--- src/hdl/adnp_pkg.sv ---
// ============================================================================
// adnp_pkg
// Shared types and constants for the ASCII decimal number parser: character
// codes, parse phases, field widths and parameter defaults.
// ============================================================================
`default_nettype none

package adnp_pkg;

    // Parameter defaults.
    localparam int MANT_DIGITS_DEF = 18;
    localparam int EXP_MAX_DEF     = 999;

    // Fixed field widths.
    localparam int CH_W      = 8;
    localparam int SIG_W     = 60;
    localparam int DEXP_W    = 11;
    localparam int OUT_BITS  = 1 + SIG_W + DEXP_W + 1;
    localparam int OUT_TDATA_W = ((OUT_BITS + 7) / 8) * 8;

    // Character codes.
    localparam logic [CH_W-1:0] CH_TAB   = 8'h09;
    localparam logic [CH_W-1:0] CH_CR    = 8'h0D;
    localparam logic [CH_W-1:0] CH_SPACE = 8'h20;
    localparam logic [CH_W-1:0] CH_ZERO  = 8'h30;
    localparam logic [CH_W-1:0] CH_NINE  = 8'h39;
    localparam logic [CH_W-1:0] CH_E_LO  = 8'h65;
    localparam logic [CH_W-1:0] CH_E_UP  = 8'h45;
    localparam logic [CH_W-1:0] CH_MINUS = 8'h2D;
    localparam logic [CH_W-1:0] CH_PLUS  = 8'h2B;
    localparam logic [CH_W-1:0] CH_POINT = 8'h2E;

    // Parse phases.
    typedef enum logic [2:0] {
        PH_WS,
        PH_INT,
        PH_FRAC,
        PH_EXPSTART,
        PH_EXPDIG,
        PH_DONE
    } t_phase;

endpackage

`default_nettype wire

--- src/hdl/adnp_step.sv ---
// ============================================================================
// adnp_step
// Next-state logic of the parser: applies one character to the parse state.
// ============================================================================
`default_nettype none

module adnp_step #(
    parameter int MANT_DIGITS = adnp_pkg::MANT_DIGITS_DEF,
    parameter int EXP_MAX     = adnp_pkg::EXP_MAX_DEF
) (
    input  wire logic [adnp_pkg::CH_W-1:0]  i_ch,
    input  wire adnp_pkg::t_phase           i_phase,
    input  wire logic                       i_neg,
    input  wire logic [adnp_pkg::SIG_W-1:0] i_mant,
    input  wire logic [$clog2(MANT_DIGITS+1)-1:0] i_dcnt,
    input  wire logic [$clog2(MANT_DIGITS+1)-1:0] i_fcnt,
    input  wire logic                       i_eneg,
    input  wire logic [$clog2(EXP_MAX+1)-1:0] i_eacc,
    input  wire logic                       i_ovf,
    output adnp_pkg::t_phase                o_phase,
    output logic                            o_neg,
    output logic [adnp_pkg::SIG_W-1:0]      o_mant,
    output logic [$clog2(MANT_DIGITS+1)-1:0] o_dcnt,
    output logic [$clog2(MANT_DIGITS+1)-1:0] o_fcnt,
    output logic                            o_eneg,
    output logic [$clog2(EXP_MAX+1)-1:0]    o_eacc,
    output logic                            o_ovf
);

    localparam int CNT_W = $clog2(MANT_DIGITS + 1);
    localparam int EXP_W = $clog2(EXP_MAX + 1);
    localparam int VW    = $clog2(10 * EXP_MAX + 10);
    localparam logic [CNT_W-1:0] DIG_LIM = CNT_W'(MANT_DIGITS);
    localparam logic [VW-1:0]    EXP_LIM = VW'(EXP_MAX);

    logic                           is_digit;
    logic                           is_space;
    logic                           is_e;
    logic [3:0]                     dval;
    logic                           room;
    logic [adnp_pkg::SIG_W-1:0]     mant_next;
    logic [VW-1:0]                  exp_sum;

    // Character classes.
    assign is_digit = (i_ch >= adnp_pkg::CH_ZERO) && (i_ch <= adnp_pkg::CH_NINE);
    assign is_space = ((i_ch >= adnp_pkg::CH_TAB) && (i_ch <= adnp_pkg::CH_CR))
                      || (i_ch == adnp_pkg::CH_SPACE);
    assign is_e     = (i_ch == adnp_pkg::CH_E_LO) || (i_ch == adnp_pkg::CH_E_UP);
    assign dval     = 4'(i_ch - adnp_pkg::CH_ZERO);

    // Significand times ten plus the digit, and the same for the exponent.
    assign room      = i_dcnt < DIG_LIM;
    assign mant_next = (i_mant << 3) + (i_mant << 1) + adnp_pkg::SIG_W'(dval);
    assign exp_sum   = (VW'(i_eacc) << 3) + (VW'(i_eacc) << 1) + VW'(dval);

    // Phase transitions and accumulator updates.
    always_comb begin
        logic take_dig;
        logic take_frac;
        logic take_exp;

        take_dig  = 1'b0;
        take_frac = 1'b0;
        take_exp  = 1'b0;
        o_phase   = i_phase;
        o_neg     = i_neg;
        o_eneg    = i_eneg;

        case (i_phase)
            adnp_pkg::PH_WS: begin
                if (is_space) begin
                    o_phase = adnp_pkg::PH_WS;
                end else if (i_ch == adnp_pkg::CH_MINUS) begin
                    o_neg   = 1'b1;
                    o_phase = adnp_pkg::PH_INT;
                end else if (i_ch == adnp_pkg::CH_PLUS) begin
                    o_phase = adnp_pkg::PH_INT;
                end else if (is_digit) begin
                    take_dig = 1'b1;
                    o_phase  = adnp_pkg::PH_INT;
                end else if (i_ch == adnp_pkg::CH_POINT) begin
                    o_phase = adnp_pkg::PH_FRAC;
                end else if (is_e) begin
                    o_phase = adnp_pkg::PH_EXPSTART;
                end else begin
                    o_phase = adnp_pkg::PH_DONE;
                end
            end
            adnp_pkg::PH_INT: begin
                if (is_digit) begin
                    take_dig = 1'b1;
                end else if (i_ch == adnp_pkg::CH_POINT) begin
                    o_phase = adnp_pkg::PH_FRAC;
                end else if (is_e) begin
                    o_phase = adnp_pkg::PH_EXPSTART;
                end else begin
                    o_phase = adnp_pkg::PH_DONE;
                end
            end
            adnp_pkg::PH_FRAC: begin
                if (is_digit) begin
                    take_dig  = 1'b1;
                    take_frac = 1'b1;
                end else if (is_e) begin
                    o_phase = adnp_pkg::PH_EXPSTART;
                end else begin
                    o_phase = adnp_pkg::PH_DONE;
                end
            end
            adnp_pkg::PH_EXPSTART: begin
                if (i_ch == adnp_pkg::CH_MINUS) begin
                    o_eneg  = 1'b1;
                    o_phase = adnp_pkg::PH_EXPDIG;
                end else if (i_ch == adnp_pkg::CH_PLUS) begin
                    o_phase = adnp_pkg::PH_EXPDIG;
                end else if (is_digit) begin
                    take_exp = 1'b1;
                    o_phase  = adnp_pkg::PH_EXPDIG;
                end else begin
                    o_phase = adnp_pkg::PH_DONE;
                end
            end
            adnp_pkg::PH_EXPDIG: begin
                if (is_digit) begin
                    take_exp = 1'b1;
                end else begin
                    o_phase = adnp_pkg::PH_DONE;
                end
            end
            default: begin
                o_phase = adnp_pkg::PH_DONE;
            end
        endcase

        // Digit accumulation: digits past the limit are dropped and flagged.
        o_mant = i_mant;
        o_dcnt = i_dcnt;
        o_fcnt = i_fcnt;
        o_eacc = i_eacc;
        o_ovf  = i_ovf;
        if (take_dig) begin
            if (room) begin
                o_mant = mant_next;
                o_dcnt = i_dcnt + CNT_W'(1);
                if (take_frac) begin
                    o_fcnt = i_fcnt + CNT_W'(1);
                end
            end else begin
                o_ovf = 1'b1;
            end
        end

        // Exponent accumulation saturates at its maximum.
        if (take_exp) begin
            if (exp_sum > EXP_LIM) begin
                o_eacc = EXP_W'(EXP_MAX);
                o_ovf  = 1'b1;
            end else begin
                o_eacc = EXP_W'(exp_sum);
            end
        end
    end

endmodule

`default_nettype wire

--- src/hdl/adnp_result.sv ---
// ============================================================================
// adnp_result
// Result stage: forms the net decimal exponent and holds the result item
// until the downstream side takes it.
// ============================================================================
`default_nettype none

module adnp_result #(
    parameter int MANT_DIGITS = adnp_pkg::MANT_DIGITS_DEF,
    parameter int EXP_MAX     = adnp_pkg::EXP_MAX_DEF
) (
    input  wire logic                       i_clk,
    input  wire logic                       i_rst_n,
    input  wire logic                       i_load,
    input  wire logic                       i_neg,
    input  wire logic [adnp_pkg::SIG_W-1:0] i_mant,
    input  wire logic [$clog2(MANT_DIGITS+1)-1:0] i_fcnt,
    input  wire logic                       i_eneg,
    input  wire logic [$clog2(EXP_MAX+1)-1:0] i_eacc,
    input  wire logic                       i_ovf,
    input  wire logic                       i_m_tready,
    output logic                            o_m_tvalid,
    output logic [adnp_pkg::OUT_TDATA_W-1:0] o_m_tdata
);

    localparam int CNT_W = $clog2(MANT_DIGITS + 1);
    localparam int EXP_W = $clog2(EXP_MAX + 1);
    localparam int XW0   = (EXP_W > CNT_W) ? EXP_W + 1 : CNT_W + 1;
    localparam int XW    = (XW0 > adnp_pkg::DEXP_W) ? XW0 : adnp_pkg::DEXP_W;
    localparam int PAD_W = adnp_pkg::OUT_TDATA_W - adnp_pkg::OUT_BITS;

    logic [XW-1:0]                  e_mag;
    logic [XW-1:0]                  e_signed;
    logic [XW-1:0]                  e_net;
    logic                           r_valid;
    logic                           r_neg;
    logic [adnp_pkg::SIG_W-1:0]     r_sig;
    logic [adnp_pkg::DEXP_W-1:0]    r_dexp;
    logic                           r_ovf;

    // Net exponent, kept modulo the output width.
    assign e_mag    = XW'(i_eacc);
    assign e_signed = i_eneg ? (~e_mag + XW'(1)) : e_mag;
    assign e_net    = e_signed - XW'(i_fcnt);

    // Output valid flag.
    always_ff @(posedge i_clk) begin
        if (!i_rst_n) begin
            r_valid <= 1'b0;
        end else if (i_load) begin
            r_valid <= 1'b1;
        end else if (i_m_tready) begin
            r_valid <= 1'b0;
        end
    end

    // Result payload.
    always_ff @(posedge i_clk) begin
        if (i_load) begin
            r_neg  <= i_neg;
            r_sig  <= i_mant;
            r_dexp <= e_net[adnp_pkg::DEXP_W-1:0];
            r_ovf  <= i_ovf;
        end
    end

    assign o_m_tvalid = r_valid;
    assign o_m_tdata  = {{PAD_W{1'b0}}, r_ovf, r_dexp, r_sig, r_neg};

endmodule

`default_nettype wire

--- src/hdl/ascii_decimal_number_parser_unit.sv ---
// ============================================================================
// ascii_decimal_number_parser_unit
// Parses a decimal number in scientific notation, one ASCII character per
// item, and emits sign, significand and net decimal exponent at end of line.
// ============================================================================
//
//  Channel   Direction  Fields (lowest bit first)
//  s_axis    in         tdata: ch[7:0]; tlast: last
//  m_axis    out        tdata: negative[0], significand[60:1],
//                              dec_exponent[71:61], overflow[72], zeros[79:73]
//
//  One character is taken every cycle unless the input stalls; the parse state
//  loop (times ten plus digit on the significand) is combinational.
//  A result is valid once the last character has passed the input register and the result register.
//  Input stalls only while a last character waits for a full result register.
//  Reset returns the parser to the leading whitespace phase with empty sums.
//
`default_nettype none

module ascii_decimal_number_parser_unit #(
    parameter int MANT_DIGITS = adnp_pkg::MANT_DIGITS_DEF,
    parameter int EXP_MAX     = adnp_pkg::EXP_MAX_DEF
) (
    input  wire logic                        i_clk,
    input  wire logic                        i_rst_n,
    input  wire logic                        i_s_axis_tvalid,
    output logic                             o_s_axis_tready,
    input  wire logic [adnp_pkg::CH_W-1:0]   i_s_axis_tdata,  // ch
    input  wire logic                        i_s_axis_tlast,  // last
    output logic                             o_m_axis_tvalid,
    input  wire logic                        i_m_axis_tready,
    output logic [adnp_pkg::OUT_TDATA_W-1:0] o_m_axis_tdata   // negative, significand,
                                                              // dec_exponent, overflow
);

    localparam int CNT_W = $clog2(MANT_DIGITS + 1);
    localparam int EXP_W = $clog2(EXP_MAX + 1);

    logic                       r_in_valid;
    logic [adnp_pkg::CH_W-1:0]  r_in_ch;
    logic                       r_in_last;
    logic                       advance;
    logic                       step_en;

    adnp_pkg::t_phase           r_phase;
    logic                       r_neg;
    logic [adnp_pkg::SIG_W-1:0] r_mant;
    logic [CNT_W-1:0]           r_dcnt;
    logic [CNT_W-1:0]           r_fcnt;
    logic                       r_eneg;
    logic [EXP_W-1:0]           r_eacc;
    logic                       r_ovf;

    adnp_pkg::t_phase           n_phase;
    logic                       n_neg;
    logic [adnp_pkg::SIG_W-1:0] n_mant;
    logic [CNT_W-1:0]           n_dcnt;
    logic [CNT_W-1:0]           n_fcnt;
    logic                       n_eneg;
    logic [EXP_W-1:0]           n_eacc;
    logic                       n_ovf;

    // The input register moves on unless a last item must wait for the
    // result register to drain.
    assign advance = !(r_in_valid && r_in_last && o_m_axis_tvalid && !i_m_axis_tready);
    assign step_en = r_in_valid && advance;
    assign o_s_axis_tready = advance;

    // Input register.
    always_ff @(posedge i_clk) begin
        if (!i_rst_n) begin
            r_in_valid <= 1'b0;
        end else if (advance) begin
            r_in_valid <= i_s_axis_tvalid;
        end
    end

    always_ff @(posedge i_clk) begin
        if (advance && i_s_axis_tvalid) begin
            r_in_ch   <= i_s_axis_tdata;
            r_in_last <= i_s_axis_tlast;
        end
    end

    // Character step logic.
    adnp_step #(
        .MANT_DIGITS (MANT_DIGITS),
        .EXP_MAX     (EXP_MAX)
    ) u_step (
        .i_ch    (r_in_ch),
        .i_phase (r_phase),
        .i_neg   (r_neg),
        .i_mant  (r_mant),
        .i_dcnt  (r_dcnt),
        .i_fcnt  (r_fcnt),
        .i_eneg  (r_eneg),
        .i_eacc  (r_eacc),
        .i_ovf   (r_ovf),
        .o_phase (n_phase),
        .o_neg   (n_neg),
        .o_mant  (n_mant),
        .o_dcnt  (n_dcnt),
        .o_fcnt  (n_fcnt),
        .o_eneg  (n_eneg),
        .o_eacc  (n_eacc),
        .o_ovf   (n_ovf)
    );

    // Parse state; it starts over after the last item of a line.
    always_ff @(posedge i_clk) begin
        if (!i_rst_n || (step_en && r_in_last)) begin
            r_phase <= adnp_pkg::PH_WS;
            r_neg   <= 1'b0;
            r_mant  <= '0;
            r_dcnt  <= '0;
            r_fcnt  <= '0;
            r_eneg  <= 1'b0;
            r_eacc  <= '0;
            r_ovf   <= 1'b0;
        end else if (step_en) begin
            r_phase <= n_phase;
            r_neg   <= n_neg;
            r_mant  <= n_mant;
            r_dcnt  <= n_dcnt;
            r_fcnt  <= n_fcnt;
            r_eneg  <= n_eneg;
            r_eacc  <= n_eacc;
            r_ovf   <= n_ovf;
        end
    end

    // Result register, loaded from the state after the last character.
    adnp_result #(
        .MANT_DIGITS (MANT_DIGITS),
        .EXP_MAX     (EXP_MAX)
    ) u_result (
        .i_clk      (i_clk),
        .i_rst_n    (i_rst_n),
        .i_load     (step_en && r_in_last),
        .i_neg      (n_neg),
        .i_mant     (n_mant),
        .i_fcnt     (n_fcnt),
        .i_eneg     (n_eneg),
        .i_eacc     (n_eacc),
        .i_ovf      (n_ovf),
        .i_m_tready (i_m_axis_tready),
        .o_m_tvalid (o_m_axis_tvalid),
        .o_m_tdata  (o_m_axis_tdata)
    );

endmodule

`default_nettype wire

--- config.mk ---
export PLATFORM = sky130hd
export DESIGN_NAME = ascii_decimal_number_parser_unit
export DESIGN_NICKNAME = d
export VERILOG_FILES = /design/src/hdl/adnp_pkg.sv /design/src/hdl/adnp_step.sv /design/src/hdl/adnp_result.sv /design/src/hdl/ascii_decimal_number_parser_unit.sv
export SDC_FILE = /design/constraint.sdc
export NUM_CORES = 1
export LEC_CHECK = 0
export BUFFER_PORTS_ARGS = -buffer_cell sky130_fd_sc_hd__buf_2
export CAP_MARGIN = 20
export CORE_MARGIN = 8
export CORE_UTILIZATION = 56
export DETAILED_ROUTE_END_ITERATION = 8
export HOLD_SLACK_MARGIN = 0.08
export PLACE_DENSITY_LB_ADDON = 0.05
export SYNTH_ARGS = -nofsm -noshare
export SYNTH_HDL_FRONTEND = slang
export SYNTH_SLANG_ARGS = --single-unit
--- constraint.sdc ---
create_clock -name i_clk -period 5.9 [get_ports i_clk]
set_input_delay 0 -clock i_clk [delete_from_list [all_inputs] [get_ports i_clk]]
set_output_delay 0 -clock i_clk [all_outputs]
set_load 0.1 [all_outputs]
==> results by group, run 1 <==
Outcome
  – Status: complete, no violations

Placed design
  – Placer Congestion: 0.878
  – Placement Cell Area: between 10000 and 15000 sq um
  – IO Port Bufs: 87
  – DP HPWL: 20300 microns
  – Setup WS pre-CTS: slightly below 0.01 ns

Drt
  – Via count: 10172
  – WL/cell: about 16 microns
  – DR vias/cell: 5.77
  – Final ANT Viol Nets: 0
  – Routed wire length: 28700 microns
  – Drt first pass iters: 5
  – DRT iter0 DRCs: 616
  – DRC Markers: 0

Clock tree
  – CTS max path bufs: 2
  – CTS sink cnt: 170
  – Clk root buf: clkbuf_16
  – Clk pin slew, worst setup/hold paths: roughly 0.070 ns
  – TritonCTS Buffers: 17
  – CTS tree: built
  – Clk Latency, worst-skew pair: 0.43 ns
  – H-Tree Depth: 4

Timing
  – Hold_ws: 0.271 ns
  – F_max: 0.177 GHz
  – Slew @ Worst Pin: 1.08 ns
  – Slew margin rel.: 27.9%
  – Setup ws final: 0.266 ns
  – Tcrit/Tclk final: 95.5%
  – Max-slew violations: 0
  – Final setup violation count: 0
  – Final Critical Period: 5.63 ns
  – Final hold violations: 0
  – Final worst clock skew: 0.0103 ns

Critical path
  – CP max FO: 4
  – Worst Setup End Kind: register
  – Crit start category: register
  – R2R Path End: u_result.r_dexp[10]$_DFFE_PP_
  – Worst r2r path cells: 25
  – Reg2Reg Setup Slack: between 0.2 and 0.3 ns
  – CP arrival: 5.82 ns
  – R2r startpoint: r_eacc[0]$_SDFFE_PP0P_
  – CP Data Required Time: 6.08 ns
  – Worst setup path class: reg -> reg

Final layout
  – Ant. Diodes: 0
  – Layout cells sized above 1: 12.3%
  – Util after Layout: 63.8%
  – Most frequent cells in the layout: nand2_1 (307), ha_1 (141), a21oi_1 (139)
  – Nets@finish: around 1600
  – Total of fill cells in the finished design: around 1800
  – Most common cell after layout, fill and taps aside: nand2_1
  – Post-route cell area: 13400 sq um
  – Synth-to-Final Area Change: 11.7%

Power and ir drop
  – Comb power frac: between 10% and 20%
  – Register share of total power: 48.5%
  – Leakage: 0.00603 uW
  – Sw frac: 27.3%
  – Internal: about 1900 uW
  – Switch Pwr: 713 uW
  – Peak VDD IR: 174 uV
  – Clock network power share: 41.4%
  – Power per cell area: 195 nW/um^2

Worst hold path
  – Type of the worst min-delay path: in -> reg
  – Hold Path End: r_in_ch[6]$_DFFE_PP_
  – Hold Path Stages: 2
  – Hold_sp: i_s_axis_tdata[6]

GRT
  – Initial antenna violation count: 0
  – Maximum number of pins on one net before global-route repair: 80
  – Number of global-route vias before repair: ~9800
  – Grt ovf: 0
  – First-pass GRT wire length: 47300 microns
  – Gr usage total: between 20% and 30%

Logic synthesis
  – Avg Cell Area, Syn: ~8.6 sq um
  – Synthesized flop and latch total: 170
  – Dominant synthesized flop cell: dfxtp_1
  – Warnings, synthesis: 0
  – Yosys top cell area share: 20.5%
  – Syn Inst Count: between 1000 and 1500
  – Sequential share of the synthesized area: 35.2%
  – Synthesized area: between 10000 and 15000 sq um
  – Synth top area cells: edfxtp_1 (21%), ha_1 (15%), dfxtp_1 (15%), nand2_1 (9.7%), a21oi_1 (5.9%)
  – Area leader, netlist: edfxtp_1
  – Number of flops mapped to enable cells by yosys: 82
  – Distinct cells, synth: a little over 80
  – FFs w/ async S/R, synth: 0%

Die
  – I/O Pins: 95
  – DIE AREA: 26400 sq um
  – Core Area: 21000 sq um
  – Die Y: between 150 and 200 microns
  – Die W: 162 microns
  – Initial Util: 57.1%
  – FP Rows: 53

Job
  – Max Cap Viol: 0
[power groups by stage]
stage               clock [uW]  sequential [uW]  combinational, uW
detailed placement           0             1290                254
CTS                       1110             1270                263
global route              1140             1270                281
global placement             0             1290                251
finish                    1080             1270                266
floorplan                    0             1380                119
[through the flow]
step / cells / power (uW) / setup TNS [ns]
after floorplan: 1405 / 1500 / 0
after global placement: 1713 / 1540 / 0
after detailed placement: 1713 / 1550 / 0
after CTS: 1759 / 2630 / 0
after global routing: 1762 / 2690 / -0.00316
final: 1762 / 2610 / 0
[kinds of logic after synthesis]
group	share of synthesized area, %
other cells	0.0312
simple gates	19.7
fa+ha+maj	15.5
compound gates	19.2
flops	35.2
buf+inv	3.42
xor+xnor	6.56
mux	0.354
[how the worst max path moves through the flow]
stage | startpoint | endpoint | slack (ns) | cells after the start
2_1_floorplan | r_in_ch[3]$_DFFE_PP_ | u_result.r_dexp[10]$_DFFE_PP_ | 0.23 | 23
3_3_place_gp | r_eacc[0]$_SDFFE_PP0P_ | u_result.r_dexp[10]$_DFFE_PP_ | 0.1 | 23
3_5_place_dp | r_in_ch[3]$_DFFE_PP_ | u_result.r_dexp[10]$_DFFE_PP_ | 0.01 | 26
4_1_cts | r_eacc[0]$_SDFFE_PP0P_ | u_result.r_dexp[10]$_DFFE_PP_ | 0.01 | 23
5_1_grt | r_eacc[0]$_SDFFE_PP0P_ | u_result.r_dexp[10]$_DFFE_PP_ | -0.003 | 26
6_report | r_eacc[0]$_SDFFE_PP0P_ | u_result.r_dexp[10]$_DFFE_PP_ | 0.27 | 25
[critical path, stage by stage (launching register included)]
cell       delay [ns]
dfxtp_1          0.38
inv_1            0.10
fa_1             0.50
fa_2             0.44
nor2b_2          0.17
o2111ai_2        0.15
nand3b_1         0.17
xnor2_1          0.16
and4bb_2         0.28
or2_2            0.31
buf_4            0.15
nor2_1           0.08
a21oi_1          0.10
inv_1            0.12
ha_1             0.23
nand2_1          0.06
o21ai_1          0.11
fa_1             0.47
a21o_1           0.21
a21oi_2          0.17
inv_1            0.09
a21oi_2          0.16
o211ai_1         0.12
a211oi_2         0.37
a311o_1          0.22
nor3_1           0.05
[registers in the layout, indices dropped and copies added (netlist names), 3 cells and up]
signal,cells
r_fcnt,5
r_phase,3
u_result.r_dexp,11
r_dcnt,5
r_mant,60
r_in_ch,8
u_result.r_sig,60
r_eacc,10
[synth_stat cells, types with 10 or more instances]
cell and number:
ha_1 141, xnor2_1 55, dfxtp_1 88, xor2_1 35, nand2_1 309, nor2_1 84
clkbuf_1 51, nor3_1 15, a21oi_1 141, nand3_1 31, o21bai_1 14, o21ai_0 57
nand4_1 16, a211oi_1 11, inv_1 30, edfxtp_1 82, a21o_1 40, or3_1 10
[area by class of cell]
cell class	count	area [sq um]	share of cell area, %
timing repair buffer	118	701	5.22
multi-input combinational	1137	7480	55.8
clock buffer	19	433	3.23
inverter	30	113	0.840
sequential	170	4220	31.5
tap	275	344	2.57
clock inverter	13	119	0.886
[layer usage]
| metal | wire (microns) | GRT usage, % | part of all wire, % | vias up |
|---|---|---|---|---|
| met3 | 1340 | 3.34 | 4.7 | 31 |
| met2 | 13400 | 36.0 | 47 | 215 |
| li1 | - | - | - | 5141 |
| met5 | 0 | 0 | 0 | - |
| met4 | 386 | 6.23 | 1.3 | 0 |
| met1 | 13600 | 28.3 | 47 | 4785 |
[timing repair]
| action | CTS | global route |
|---|---|---|
| gates cloned | 0 | 0 |
| setup buffers | 1 | 3 |
| pin swaps | 1 | 9 |
| endpoints found under the setup margin | 1 | 4 |
| hold buffers | 13 | 0 |
| hold endpoints to repair | 11 | 0 |
| resized for setup | 0 | 13 |
Power figures use the tool's default switching activity.
==> inputs of run 2 (changes only) <==
--- a/config.mk
+++ b/config.mk
@@ -5,11 +5,11 @@
 export SDC_FILE = /design/constraint.sdc
 export NUM_CORES = 1
 export LEC_CHECK = 0
-export BUFFER_PORTS_ARGS = -buffer_cell sky130_fd_sc_hd__buf_2
 export CAP_MARGIN = 20
 export CORE_MARGIN = 8
-export CORE_UTILIZATION = 56
+export CORE_UTILIZATION = 59
 export DETAILED_ROUTE_END_ITERATION = 8
+export DONT_BUFFER_PORTS = 1
 export HOLD_SLACK_MARGIN = 0.08
 export PLACE_DENSITY_LB_ADDON = 0.05
 export SYNTH_ARGS = -nofsm -noshare
==> run 2 against run 1 <==
  * Clock-buffer cell count unchanged
  * Core utilization increased by 0.82 points
  * Wire length decreased by 3.2%
  * Sequential share of layout area increased by 1.0 points
  * First-iteration DRC count increased by 6.7%
  * Combinational power decreased by 42%
  * Clock power increased by 4%
  * Global-route usage increased by 0.98 points
  * Register-to-register slack about the same
  * Design area decreased by 3.1%
  * Non-clock buffer count decreased by 88
  * Die area decreased by 4.6%
==> results by group, run 2 (synthesis gave the netlist of run 1 again) <==
Outcome
  – Status: complete, no violations

Critical path
  – CP max FO: 4
  – Crit start category: register
  – Reg2Reg Setup Slack: 0.26 ns
  – Worst Setup End Kind: register
  – Worst r2r path cells: 25
  – R2r startpoint: r_in_ch[3]$_DFFE_PP_
  – Worst setup path class: reg -> reg
  – Crit. Startpoint: r_in_ch[3]$_DFFE_PP_
  – CP Data Required Time: 6.07 ns
  – CP arrival: roughly 5.8 ns
  – R2R Path End: u_result.r_dexp[9]$_DFFE_PP_

Die
  – Core Area: 20100 sq um
  – FP Rows: 52
  – Die Y: 159 microns
  – Die W: 159 microns
  – DIE AREA: 25200 sq um
  – Initial Util: about three fifths
  – I/O Pins: 95

Drt
  – DRC Markers: 0
  – Via count: 9822
  – Final ANT Viol Nets: 0
  – Uppermost routed layer: met4
  – Met1 WL: 13400 microns
  – DR vias/cell: 5.88
  – Drt first pass iters: 7
  – WL met3: 1190 microns
  – WL/cell: 16.7 microns
  – Routed wire length: 27800 microns
  – Metal2 WL: roughly 13000 microns
  – DRT iter0 DRCs: 657

Timing
  – Final hold violations: 0
  – Slew margin rel.: between 20% and 30%
  – F_max: 0.177 GHz
  – Tcrit/Tclk final: around 96%
  – Final worst clock skew: ~0.013 ns
  – Slew @ Worst Pin: 1.07 ns
  – Max-slew violations: 0
  – Final setup violation count: 0
  – Final Critical Period: 5.64 ns

Final layout
  – Most common cell after layout, fill and taps aside: nand2_1
  – Most frequent cells in the layout: nand2_1 (307), ha_1 (140), a21oi_1 (139)
  – Biggest regs: r_mant: 60 flops, u_result.r_sig: 60 flops, u_result.r_dexp: 11 flops
  – Synth-to-Final Area Change: 8.16%
  – Ant. Diodes: 0
  – Nets@finish: 1545
  – Post-route cell area: 13000 sq um
  – Layout cells sized above 1: 7.22%

Clock tree
  – CTS tree: built
  – H-Tree Depth: 4
  – TritonCTS Buffers: 17
  – CTS sink cnt: 170
  – Clk pin slew, worst setup/hold paths: 0.07 ns
  – Clk Latency, worst-skew pair: around 0.43 ns
  – CTS max path bufs: 2
  – Clk root buf: clkbuf_16

Worst hold path
  – Hold_sp: i_s_axis_tdata[0]
  – Type of the worst min-delay path: in -> reg
  – Hold Path Stages: 1
  – Hold Path End: r_in_ch[0]$_DFFE_PP_

GRT
  – Gr usage total: between 20% and 30%
  – Number of global-route vias before repair: roughly 9300
  – First-pass GRT wire length: roughly 46000 microns
  – Initial antenna violation count: 0
  – Grt ovf: 0
  – Maximum number of pins on one net before global-route repair: 80

Power and ir drop
  – Comb power frac: 5.8%
  – Sw frac: 27.5%
  – Power per cell area: 203 nW/um^2
  – Internal: 1910 uW
  – Design Power: ~2600 uW
  – Register share of total power: 51.7%
  – Clock network power share: approximately 42%
  – Leakage: 0.00570 uW
  – Peak VDD IR: around 160 uV
  – Switch Pwr: 723 uW

Placed design
  – Placer Congestion: 0.872
  – Placement Cell Area: 12200 sq um
  – IO Port Bufs: 0
  – DP HPWL: 19600 microns

Job
  – Max Cap Viol: 0
## run 2: changes by cell type in the layout (fill, tap and decap cells not counted), moves of 3 or more
cell        delta
inv_8          +3
clkinv_4       +3
buf_2         -87
clkinvlp_4     -4
## run 2: worst max-delay path by stage
stage	to	slack [ns]	cells past startpoint
floorplan	u_result.r_dexp[10]$_DFFE_PP_	0.23	23
global route	u_result.r_dexp[10]$_DFFE_PP_	-0.006	27
global placement	u_result.r_dexp[10]$_DFFE_PP_	0.09	23
CTS	u_result.r_dexp[10]$_DFFE_PP_	0.03	24
finish	u_result.r_dexp[9]$_DFFE_PP_	0.26	25
detailed placement	u_result.r_dexp[10]$_DFFE_PP_	-0.02	23
## run 2: per-stage QoR
stage	cells	setup WS, ns	setup TNS (ns)	util [%]	hold slack [ns]
floorplan	1405	0.229	0	-	0.0989
global placement	1622	0.0919	0	60.8	0.0989
detailed placement	1622	-0.0165	-0.0165	60.8	0.0989
CTS	1667	0.0253	0	64.3	0.181
global route	1669	-0.00574	-0.00574	64.6	0.183
finish	1669	0.264	0	64.6	0.199
## run 2: cell type report
cell class              count  area [sq um]
repair buffers             30           255
inverters                  30           113
clock inverters            13           135
multi-input cells        1137          7480
well taps                 270           338
clock buffers              19           443
fillers                  1713          7110
flip-flops and latches    170          4230
## run 2: power groups by stage
stage	logic, uW	registers, uW	clock network (uW)
final	154	1360	1120
after floorplan	119	1380	0
after global placement	140	1390	0
after CTS	151	1360	1140
after global routing	167	1370	1190
after detailed placement	142	1390	0
## run 2: what timing repair did
action	4_1_cts	5_1_grt
hold buffers	12	0
pin swaps	1	6
buffers inserted	1	2
setup endpoints to repair	1	4
hold endpoints to repair	24	0
gates resized for setup	0	16
## run 2: critical path, stage by stage, from the launching register on
cell and delay, ns:
edfxtp_1 0.35, inv_1 0.08, fa_1 0.60, inv_1 0.06
ha_1 0.30, a211oi_2 0.30, nor2_1 0.13, xor2_2 0.23
nand3_1 0.11, and4bb_2 0.33, or2_2 0.13, buf_4 0.12
nor2_1 0.04, a21oi_1 0.20, inv_1 0.09, ha_2 0.31
nand2_1 0.04, o21ai_1 0.16, ha_1 0.28, a21o_1 0.18
a21o_1 0.19, a21o_1 0.19, a21o_1 0.20, or4_4 0.49
nor3_2 0.18, xnor2_1 0.08
## run 2: per-layer routing
| metal | up-vias | global-route usage [%] |
|---|---|---|
| li1 | 4966 | - |
| met1 | 4605 | 30.1 |
| met2 | 227 | 37.0 |
| met3 | 24 | 3.77 |
| met4 | 0 | 5.75 |
| met5 | - | 0 |
==> inputs of run 3 (changes only) <==
--- a/config.mk
+++ b/config.mk
@@ -12,6 +12,8 @@
 export DONT_BUFFER_PORTS = 1
 export HOLD_SLACK_MARGIN = 0.08
 export PLACE_DENSITY_LB_ADDON = 0.05
+export SLEW_MARGIN = 10
 export SYNTH_ARGS = -nofsm -noshare
 export SYNTH_HDL_FRONTEND = slang
+export SYNTH_HIERARCHICAL = 1
 export SYNTH_SLANG_ARGS = --single-unit
==> run 3 against run 2 <==
  * Synthesized cell count is 11% lower
  * Sequential share of layout area is 0.86 points higher
  * Cell count is 10% lower
  * Core utilization is 0.18 points higher
  * Highest routed layer unchanged
  * Design area is 2.6% lower
  * Combinational power is 38% lower
  * Largest cell class unchanged
  * Die area is 1.7% lower
  * Critical path depth is 6 lower
  * Synthesized area is 1.8% lower
==> results by group, run 3 <==
Final layout
  – Biggest regs: r_mant: 60 flops, u_result/r_sig: 60 flops, u_result/r_dexp: 11 flops
  – Layout cells sized above 1: 6.31%
  – Nets@finish: between 1000 and 1500
  – Most common cell after layout, fill and taps aside: ha_1
  – Most frequent cells in the layout: ha_1 (142), nand2_1 (121), o21ai_0 (95)
  – Synth-to-Final Area Change: 7.32%
  – Ant. Diodes: 0
  – Total of fill cells in the finished design: 1647

Logic synthesis
  – Syn Inst Count: about 1200
  – FFs w/ async S/R, synth: 0%
  – Area leader, netlist: edfxtp_1
  – Distinct cells, synth: 81
  – Count leader, synth: ha_1
  – Yosys top cell area share: a little over a fifth
  – Number of flops mapped to enable cells by yosys: 82
  – Most frequent cells after synthesis: ha_1 (142), nand2_1 (121), o21ai_0 (97)
  – Sequential share of the synthesized area: 35.8%
  – Warnings, synthesis: 6
  – Synth top area cells: edfxtp_1 (21%), ha_1 (15%), dfxtp_1 (15%), a22o_1 (6.5%), o21ai_0 (4.1%)
  – Dominant synthesized flop cell: dfxtp_1
  – Avg Cell Area, Syn: 9.49 sq um
  – Synthesized area: ~12000 sq um
  – Synthesized flop and latch total: 170

Clock tree
  – CTS sink cnt: 170
  – Clk root buf: clkbuf_16
  – H-Tree Depth: 4
  – Clk Latency, worst-skew pair: 0.43 ns
  – Clk pin slew, worst setup/hold paths: roughly 0.070 ns
  – CTS max path bufs: 2
  – TritonCTS Buffers: 17
  – CTS tree: built

Power and ir drop
  – Peak VDD IR: 180 uV
  – Leakage: 0.00540 uW
  – Power per cell area: 205 nW/um^2

Job
  – Max Cap Viol: 0

Timing
  – F_max: 0.180 GHz
  – Final Critical Period: 5.57 ns
  – Unrepaired setup endpoints after global routing: false
  – Final hold violations: 0
  – Tcrit/Tclk final: 94.3%
  – Final worst clock skew: 0.0119 ns
  – Slew @ Worst Pin: between 1 and 1.5 ns
  – Final setup violation count: 0
  – Hold_ws: 0.110 ns
  – Slew margin rel.: between 20 and 30%
  – Setup TNS: 0 ns
  – Max-slew violations: 0

Critical path
  – Worst Setup End Kind: register
  – Reg2Reg Setup Slack: about 0.33 ns
  – Most frequent CP cell: fa_1
  – Crit. Startpoint: r_in_ch[3]$_DFFE_PP_
  – CP top delay family: compound AO/OA/AOI/OAI gates
  – Crit-path max cell delay: 0.53 ns
  – WP buf/inv: 1
  – Cells along the critical path: fa_1 -> fa_1 -> a21o_1 -> a21oi_2 -> o21bai_1 -> a2111o_1 -> a31oi_1 -> o221ai_2 -> a31o_2 -> and2_1 -> o32a_1 -> inv_1 -> ha_1 -> or4b_4 -> or2_4 -> mux2_4 -> a32o_2 -> nand3_2 -> xor2_1
  – CP Data Required Time: 6.07 ns
  – Worst setup path class: reg -> reg
  – CP max FO: 5
  – Slowest-stage cell, CP: fa_1
  – CP arrival: 5.74 ns
  – Crit start category: register
  – R2r startpoint: r_in_ch[3]$_DFFE_PP_

Drt
  – Via count: 9120
  – Final ANT Viol Nets: 0
  – Drt first pass iters: 5
  – WL/cell: ~17 microns
  – DRC Markers: 0
  – DR vias/cell: 6.08
  – Routed wire length: 26200 microns
  – DRT iter0 DRCs: 444

GRT
  – First-pass GRT wire length: 43500 microns
  – Grt ovf: 0
  – Number of global-route vias before repair: 8786
  – Maximum number of pins on one net before global-route repair: 115
  – Initial antenna violation count: 0
  – Gr usage total: between 20% and 30%

Outcome
  – Status: complete, no violations

Die
  – DIE AREA: 24800 sq um
  – Initial Util: between 60% and 70%
  – Die Y: 157 microns
  – FP Rows: around 50
  – I/O Pins: 95
  – Core Area: 19500 sq um
  – Die W: 157 microns

Worst hold path
  – Hold_sp: i_m_axis_tready
  – Type of the worst min-delay path: in -> reg

Placed design
  – Placer Congestion: slightly below 0.9
  – IO Port Bufs: 0
  – DP HPWL: 18900 microns
[run 3: logic make-up (layout without fill, tap and decap cells)]
group / after synthesis / count (layout) / share of synthesized area (%)
DFF: 170 / 170 / 35.8
AOI/OAI and AO/OA: 418 / 418 / 24.6
and+or+nand+nor: 307 / 307 / 12.2
muxes: 11 / 11 / 1.04
adders and majority gates: 147 / 147 / 15.9
other: 1 / 7 / 0.0318
buffers and inverters: 105 / 93 / 4.19
xor gates and xnor gates: 83 / 83 / 6.17
[run 3: area by class of cell]
type	instances	area [sq um]	area share, %
Multi-Input combinational cell	973	7150	56.5
Tap cell	265	332	2.62
Inverter	39	146	1.16
Timing Repair Buffer	22	215	1.70
Clock buffer	21	482	3.81
Clock inverter	11	109	0.860
Sequential cell	170	4220	33.4
[run 3: worst register-to-register path: cells and delay by family, from the launching register on]
family / cells / cell delay [ns]
AOI/OAI and AO/OA: 9 / 2.07
adders and majority gates: 3 / 1.27
and+or+nand+nor: 4 / 1.06
DFF: 1 / 0.43
muxes: 1 / 0.30
buffers and inverters: 1 / 0.12
xor gates and xnor gates: 1 / 0.06
[run 3: per-stage QoR]
step	area (sq um)	setup slack (ns)	utilization, %	std cells	power, uW
CTS	12600	0.0937	64.5	1499	2620
floorplan	11800	0.278	-	1248	1470
global route	12700	0.0152	64.8	1501	2690
global placement	11900	0.189	60.8	1455	1480
finish	12700	0.334	64.8	1501	2600
detailed placement	11900	0.0185	60.8	1455	1480
[run 3: repair_timing]
action                     4_1_cts  5_1_grt
setup buffers                    0        1
hold buffers                    12        0
hold endpoints to repair        20        0
resized for setup                1        7
setup endpoints to repair        1        6
pin swaps                        0        2
[run 3: routing by layer]
metal | wire length (microns) | part of all wire, % | track usage (%)
met1 | 12100 | 46 | 27.0
met5 | 0 | 0 | 0
met2 | 12700 | 49 | 37.4
met4 | 359 | 1.4 | 5.76
met3 | 1030 | 3.9 | 4.39
[run 3: worst paths after layout]
kind	end	cells after the start
worst max-delay path	u_result/r_dexp[10]$_DFFE_PP_	19
worst min-delay path	u_result/r_sig[2]$_DFFE_PP_	2
worst max register to register	u_result/r_dexp[10]$_DFFE_PP_	19
worst min register to register	r_mant[59]$_SDFFE_PP0P_	1
[run 3: report_power, final]
part           switching, uW  internal [uW]
clock                    498            636
sequential               116           1250
combinational           71.2           23.7
